`config.mk`:
```
export PLATFORM = sky130hd
export DESIGN_NAME = crmt_cell
export DESIGN_NICKNAME = d
export VERILOG_FILES = /design/src/hdl/can_rx_message_table_macros.svh /design/src/hdl/crmt_pkg.sv /design/src/hdl/crmt_cell.sv
export SDC_FILE = /design/constraint.sdc
export NUM_CORES = 1
export LEC_CHECK = 0
export ABC_CLOCK_PERIOD_IN_PS = 2800
export BUFFER_PORTS_ARGS = -buffer_cell sky130_fd_sc_hd__buf_2
export CAP_MARGIN = 20
export CELL_PAD_IN_SITES_DETAIL_PLACEMENT = 1
export CELL_PAD_IN_SITES_GLOBAL_PLACEMENT = 2
export CORE_MARGIN = 3
export CORE_UTILIZATION = 32
export DETAILED_ROUTE_END_ITERATION = 7
export GPL_ROUTABILITY_DRIVEN = 1
export MAX_ROUTING_LAYER = met4
export PLACE_DENSITY_LB_ADDON = 0.2
export SLEW_MARGIN = 0
export SYNTH_ARGS = -nofsm -noshare
export SYNTH_HDL_FRONTEND = slang
export SYNTH_SLANG_ARGS = --single-unit
export TNS_END_PERCENT = 20
```
`constraint.sdc`:
```
create_clock -name clk_i -period 2.8 [get_ports clk_i]
set_clock_uncertainty 0.1 [all_clocks]
set_input_delay 0.14 -clock clk_i [delete_from_list [all_inputs] [get_ports clk_i]]
set_output_delay 0.14 -clock clk_i [all_outputs]
set_load 0.1 [all_outputs]
```
`src/hdl/can_rx_message_table_macros.svh`:
```
// Assertion macros for the CAN receive message table.
// Used by can_rx_message_table; no other dependency.
`ifndef CAN_RX_MESSAGE_TABLE_MACROS_SVH
`define CAN_RX_MESSAGE_TABLE_MACROS_SVH

`ifndef SYNTHESIS
`define CRMT_ASSERT(lbl, clk, rst_n, prop) \
  lbl: assert property (@(posedge clk) disable iff (!rst_n) (prop)) \
    else $error("crmt assertion failed");
`define CRMT_ASSERT_MSG(lbl, clk, rst_n, prop, msg) \
  lbl: assert property (@(posedge clk) disable iff (!rst_n) (prop)) \
    else $error(msg);
`else
`define CRMT_ASSERT(lbl, clk, rst_n, prop)
`define CRMT_ASSERT_MSG(lbl, clk, rst_n, prop, msg)
`endif

`endif

```
`src/hdl/crmt_pkg.sv`:
```
// Types and codes for the CAN receive message table.
// No dependencies; used by crmt_cell and can_rx_message_table.
package crmt_pkg;

  localparam int unsigned SLOT_W = 8;

  localparam logic OP_STORE = 1'b0;
  localparam logic OP_READ  = 1'b1;

  localparam logic [1:0] ST_OK        = 2'd0;
  localparam logic [1:0] ST_NEW       = 2'd1;
  localparam logic [1:0] ST_CH_RANGE  = 2'd2;
  localparam logic [1:0] ST_IDX_RANGE = 2'd3;

  typedef struct packed {
    logic              operation;
    logic [3:0]        channel;
    logic [28:0]       frame_id;
    logic [3:0]        length_code;
    logic [63:0]       payload;
    logic [SLOT_W-1:0] entry_index;
  } in_t;

  typedef struct packed {
    logic [1:0]        status;
    logic [SLOT_W-1:0] slot;
    logic              table_full;
    logic [3:0]        read_channel;
    logic [28:0]       read_id;
    logic [3:0]        read_length;
    logic [63:0]       read_payload;
  } out_t;

  // One stored frame.
  typedef struct packed {
    logic [3:0]  channel;
    logic [28:0] frame_id;
    logic [3:0]  length_code;
    logic [63:0] payload;
  } entry_t;

  // Search key broadcast to every cell during a scan.
  typedef struct packed {
    logic              operation;
    logic [3:0]        channel;
    logic [28:0]       frame_id;
    logic [SLOT_W-1:0] entry_index;
  } key_t;

  // Entry write broadcast at the end of a store scan.
  typedef struct packed {
    logic              en;
    logic [SLOT_W-1:0] slot;
    entry_t            data;
  } wr_t;

  // Scan token handed from cell to cell.
  typedef struct packed {
    logic              valid;
    logic              have_free;
    logic [SLOT_W-1:0] free_slot;
    logic              have_match;
    logic [SLOT_W-1:0] match_slot;
    entry_t            rd;
  } token_t;

endpackage

```
`src/hdl/crmt_cell.sv`:
```
// One table entry plus one stage of the scan chain.
// Depends on crmt_pkg.
module crmt_cell
  import crmt_pkg::*;
#(
  parameter int unsigned CELL_IDX = 0
) (
  input  logic   clk_i,
  input  logic   rst_ni,
  input  key_t   key_i,
  input  wr_t    wr_i,
  input  token_t token_i,
  output token_t token_o
);

  localparam logic [SLOT_W-1:0] MyIdx = SLOT_W'(CELL_IDX);

  entry_t entry_q;
  token_t token_q, token_d;
  logic   is_free, is_match;

  assign is_free  = (entry_q.channel == 4'd0) && (entry_q.frame_id == 29'd0) &&
                    (entry_q.length_code == 4'd0);
  assign is_match = (entry_q.frame_id == key_i.frame_id) &&
                    (entry_q.channel == key_i.channel);

  always_comb begin
    token_d = token_i;
    // keep the first free and first matching entry seen so far
    if (!token_i.have_free && is_free) begin
      token_d.have_free = 1'b1;
      token_d.free_slot = MyIdx;
    end
    if (!token_i.have_match && is_match) begin
      token_d.have_match = 1'b1;
      token_d.match_slot = MyIdx;
    end
    if (key_i.operation == OP_READ && key_i.entry_index == MyIdx) begin
      token_d.rd = entry_q;
    end
  end

  always_ff @(posedge clk_i or negedge rst_ni) begin
    if (!rst_ni) begin
      token_q <= '0;
    end else if (token_i.valid) begin
      token_q <= token_d;
    end else begin
      token_q.valid <= 1'b0;
    end
  end

  always_ff @(posedge clk_i or negedge rst_ni) begin
    if (!rst_ni) begin
      entry_q <= '0;
    end else if (wr_i.en && wr_i.slot == MyIdx) begin
      entry_q <= wr_i.data;
    end
  end

  assign token_o = token_q;

endmodule

```
# Word level (Yosys, flattened, before mapping)
# Cells that the tools add are included.
dict set report totals {
  ff_bits 221
  in_bits 274
  output_inout_bits 120
}
dict set report classes {
  n_eq_ne 2
  muxes 4
  n_reduce_logical 14
}
# operator count
set ops {}
lappend ops {{2-to-1 mux 101 bit} 1}
lappend ops {{== test 29 bit} 1}
lappend ops {{logical NOT 29 bit} 1}
lappend ops {{2-to-1 mux 9 bit} 2}
lappend ops {{logical NOT 8 bit} 2}
lappend ops {{logical NOT 4 bit} 2}
lappend ops {{logical AND 1 bit} 7}
lappend ops {{== test 4 bit} 1}
lappend ops {{logical NOT 1 bit} 2}
lappend ops {{2-to-1 mux 1 bit} 1}

# Depth between registers and ports, before layout
dict set report logic_depth {
  depth_word 5
  mapped_depth 6
}

# Worst setup path after synthesis
# No wires, ideal clock.
dict set report synth_path {
  path_type {register to register}
  start {register entry_q[70] in the netlist's numbering}
  end {register token_q, in the netlist token_o[101]}
  t_arrival_ns 1.482
  setup_slack_ns 1.083
  stages_incl_launch_ff 6
  path_buffers 0
  period_less_slack_ns 1.717
  cell_sequence {dfrtp_1 -> xor2_1 -> nor4_1 -> nand4_1 -> nor4_4 -> nor2_1}
}
dict set report synth_via {
  elab_chain_cells 4
}
# item line
set synth_lines {}
lappend synth_lines {{from (decl)} crmt_cell.sv:18} ;# entry_t entry_q;
lappend synth_lines {{from (signal assigned)} crmt_cell.sv:57} ;# entry_q <= wr_i.data;
lappend synth_lines {{== test 29 bit} crmt_cell.sv:24} ;# assign is_match = (entry_q.frame_id == key_i.frame_id) &&
lappend synth_lines {{logical AND 1 bit} crmt_cell.sv:24}
lappend synth_lines {{logical AND 1 bit} crmt_cell.sv:34} ;# if (!token_i.have_match && is_match) begin
lappend synth_lines {{2-to-1 mux 9 bit} crmt_cell.sv:34}
lappend synth_lines {{to (signal assigned)} crmt_cell.sv:47} ;# token_q <= token_d;
lappend synth_lines {{to (decl)} crmt_cell.sv:19} ;# token_t token_q, token_d;
# No other way between the ends.
# A chain may end at the register's enable or synchronous reset.

# Worst setup path after layout
dict set report layout_path {
  start {register entry_q[74] in the netlist's numbering}
  end {register token_q, in the netlist token_o[113]}
}
dict set report layout_via {
  elab_chain_cells 5
}
# item line
set layout_lines {}
lappend layout_lines {{logical NOT 29 bit} crmt_cell.sv:22} ;# assign is_free = (entry_q.channel == 4'd0) && (entry_q.frame_id == 29'd0) &&
lappend layout_lines {{logical AND 1 bit (2 in a row)} crmt_cell.sv:22}
lappend layout_lines {{logical AND 1 bit} crmt_cell.sv:30} ;# if (!token_i.have_free && is_free) begin
lappend layout_lines {{2-to-1 mux 9 bit} crmt_cell.sv:30}
# No other way between the ends.

==> run summary <==
LOGIC SYNTHESIS
----------------------------------------------------------------------------------------
YS warnings                                                                            0
Post-synthesis cell area                                                     0.00955 mm²
Flop and latch count out of synthesis                                                221
Sequential-to-total area share from yosys stat                                     0.579
Post-synthesis average cell area                                                12.1 µm²
Count of cell types in the netlist                                                    22
Number of nets in the synthesized netlist                                           1063
Number of instances in the synthesized netlist                                       789

GRT
----------------------------------------------------------------------------------------
Initial antenna violation count                                                        6
Largest net degree at the start of global routing                                    102
First-pass GRT wire length                                                       53.9 mm
Overall Global Routing Usage                                                       0.223
Sum of overflow across all layers after global routing                                 0
Via count of the first global-routing pass                                          9567

WORST SETUP PATH
----------------------------------------------------------------------------------------
Data arrival time of the critical path                                           2880 ps
Count of buffering cells on the critical path with inverters included                  1
Startpoint Class                                                                register
Data required time of the worst path                                             3090 ps
Slowest library cell on the worst path                                      dlygate4sd3_1
Logic depth of the worst register-to-register path                                     5
Setup slack of the most critical reg-to-reg path                                  220 ps
Worst setup path class                                                        reg -> reg
Worst reg2reg startpoint                                                     entry_q[74]
Slowest cell delay on critical path                                               590 ps
Critical path's top delay family                                            simple AND/OR/NAND/NOR gates
Ordered list of cells on the worst path                                     nor4_1 > nand4_1 > nor4_4 > o22ai_1 > dlygate4sd3_1
Endpoint of the worst-slack reg-to-reg timing path                          token_o[113]
Critical path fanouts, max                                                             8
Critical path endpoint category                                                 register

FINISH
----------------------------------------------------------------------------------------
Post-synthesis to final-layout area growth                                         59.5%
Commonest non-fill, non-tap cell in the layout                                     buf_2
Share of layout cells above drive strength 1                                       0.382
Final layout net count                                                              1686
Area of all placed cells without fillers                                      0.0152 mm²
Leading cell types in the layout, fill and taps excluded                    buf_2 (391), dlygate4sd3_1 (239), dfrtp_1 (221)

ROUTING
----------------------------------------------------------------------------------------
Routed WL                                                                        35.4 mm
WL/cell                                                                          19.5 µm
Total via count in the routed design                                                8527
Initial DRT Pass Iterations                                                            4
Remaining routing DRC violations                                                       0
Via density per instance                                                            4.68
Antenna Nets Post-Route                                                                0
Number of DRC markers in iteration 0                                                 299

POWER
----------------------------------------------------------------------------------------
Worst-case vdd ir drop                                                            412 µV
Total leakage power                                                              8.17 nW
Total Power Consumption                                                          9.47 mW
Power Density                                                                 621 mW/mm²

FLOORPLANNING
----------------------------------------------------------------------------------------
Floorplan row count                                                                   62
Number of top-level pins                                                             394
Overall die area                                                              0.0320 mm²
Die outline height                                                                179 µm
Initial standard-cell utilization of the core                                      0.328
Die span in x                                                                     179 µm
Core area                                                                     0.0291 mm²

CLOCKING
----------------------------------------------------------------------------------------
CTS tree                                                                           built
Maximum level of the CTS H-tree                                                        1
Number of clock sinks                                                                221
Post-CTS resize count                                                                  0
Clock root buffer master                                                       clkbuf_16
Clock latency on the worst-skew pair                                              520 ps
Register clock-pin slew on the reported worst setup and hold paths                 60 ps
Max Buffers Root-to-Sink                                                               3
Clock buffers created by TritonCTS                                                    27

HOLD PATH
----------------------------------------------------------------------------------------
Worst min path class                                                         in -> async

JOB
----------------------------------------------------------------------------------------
Number of violations of the max-capacitance limit                                      0

PLACEMENT
----------------------------------------------------------------------------------------
Count of port buffers added during placement                                         393
Placer's final routability congestion estimate                                     0.775
Estimated wirelength of the detail-placed design                                 22.9 mm
Post-detailed-placement cell area                                             0.0120 mm²

STA
----------------------------------------------------------------------------------------
Clock period minus worst slack                                                   2580 ps
Total Negative Setup Slacks                                                         0 ps
Worst-case headroom to the max-slew limit                                          0.449
Portion of the clock cycle consumed by the worst path in the final layout          0.923
Maximum frequency from static timing analysis                                    387 MHz
Final number of setup-violating endpoints                                              0
Slew at the pin with the worst max-slew slack                                     827 ps
Hold_ws                                                                          90.2 ps
Final hold violation count                                                             0
Unrepaired setup endpoints after global routing                                       no
Pins over their slew limit                                                             0

RUN STATUS
----------------------------------------------------------------------------------------
Outcome                                                                     finished clean

cells by family (layout without fill, tap and decap cells):
kind of cell,after synthesis,count (layout),share of synthesized area
other cells,0,6,0
xor+xnor,33,33,0.0303
mux,210,210,0.233
flops,221,221,0.579
buf+inv,56,699,0.0246
simple gates,157,157,0.0728
compound gates,112,112,0.0602
worst max-delay path by stage:
stage,end,start,slack [ps],cells past startpoint
after floorplan,token_o[101],entry_q[70],1080,5
after global placement,token_o[117],entry_q[74],760,4
after detailed placement,token_o[113],entry_q[74],720,4
after CTS,token_o[113],entry_q[74],150,5
after global routing,token_o[113],entry_q[78],50,5
final,token_o[113],entry_q[74],220,5
cell type report:
cell class,count,area [µm²]
Multi-Input combinational cell,512,3800
Inverter,8,30.0
Sequential cell,221,5530
Timing Repair Buffer,642,4510
Antenna cell,6,15.0
Clock buffer,44,820
Fill cell,3234,13800
Tap cell,384,480
Clock inverter,5,52.6
sequential cells by signal, indices dropped and copies added (netlist names):
signal / count
token_o: 120
entry_q: 101
per-stage QoR:
step	std cells	util	worst slack [ps]
after floorplan	789	-	1080
after global placement	1527	0.411	762
after detailed placement	1527	0.411	717
after CTS	1815	0.523	146
after global routing	1822	0.524	51.9
final	1822	0.524	216
cell usage after synthesis (all sizes together):
cell / count / area share
o211a: 1 / 0.0010
nand2: 11 / 0.0043
nor2: 114 / 0.045
a21oi: 102 / 0.053
nor4: 18 / 0.015
inv: 8 / 0.0031
buf: 20 / 0.010
nand2b: 1 / 0.00066
mux2i: 109 / 0.11
nor2b: 1 / 0.00066
dfrtp: 221 / 0.58
nor3: 5 / 0.0026
nand4: 3 / 0.0020
o22ai: 8 / 0.0052
xor2: 33 / 0.030
o21ai: 1 / 0.00052
nand4b: 1 / 0.00092
nand3: 2 / 0.0010
mux2: 101 / 0.12
nor4b: 1 / 0.00092
clkbuf: 28 / 0.011
power by group:
group | switching (mW) | internal, mW | leakage [nW]
registers | 0.153 | 3.43 | 2.75
clock network | 1.33 | 2.08 | 0.427
logic | 1.79 | 0.696 | 5.00
routing by layer:
metal  global-route usage  up-vias  share of wire
met1                0.251     4153           0.39
met4               0.0656        0          0.033
met5                    -        -              0
li1                     -     4010              -
met2                0.397      305           0.52
met3               0.0491       59          0.065
what timing repair did:
item / 4_1_cts / 5_1_grt
hold endpoints to repair: 389 / 0
setup buffers: 0 / 1
hold buffers: 239 / 0
endpoints found under the setup margin: 0 / 7
Power figures use the tool's default switching activity.
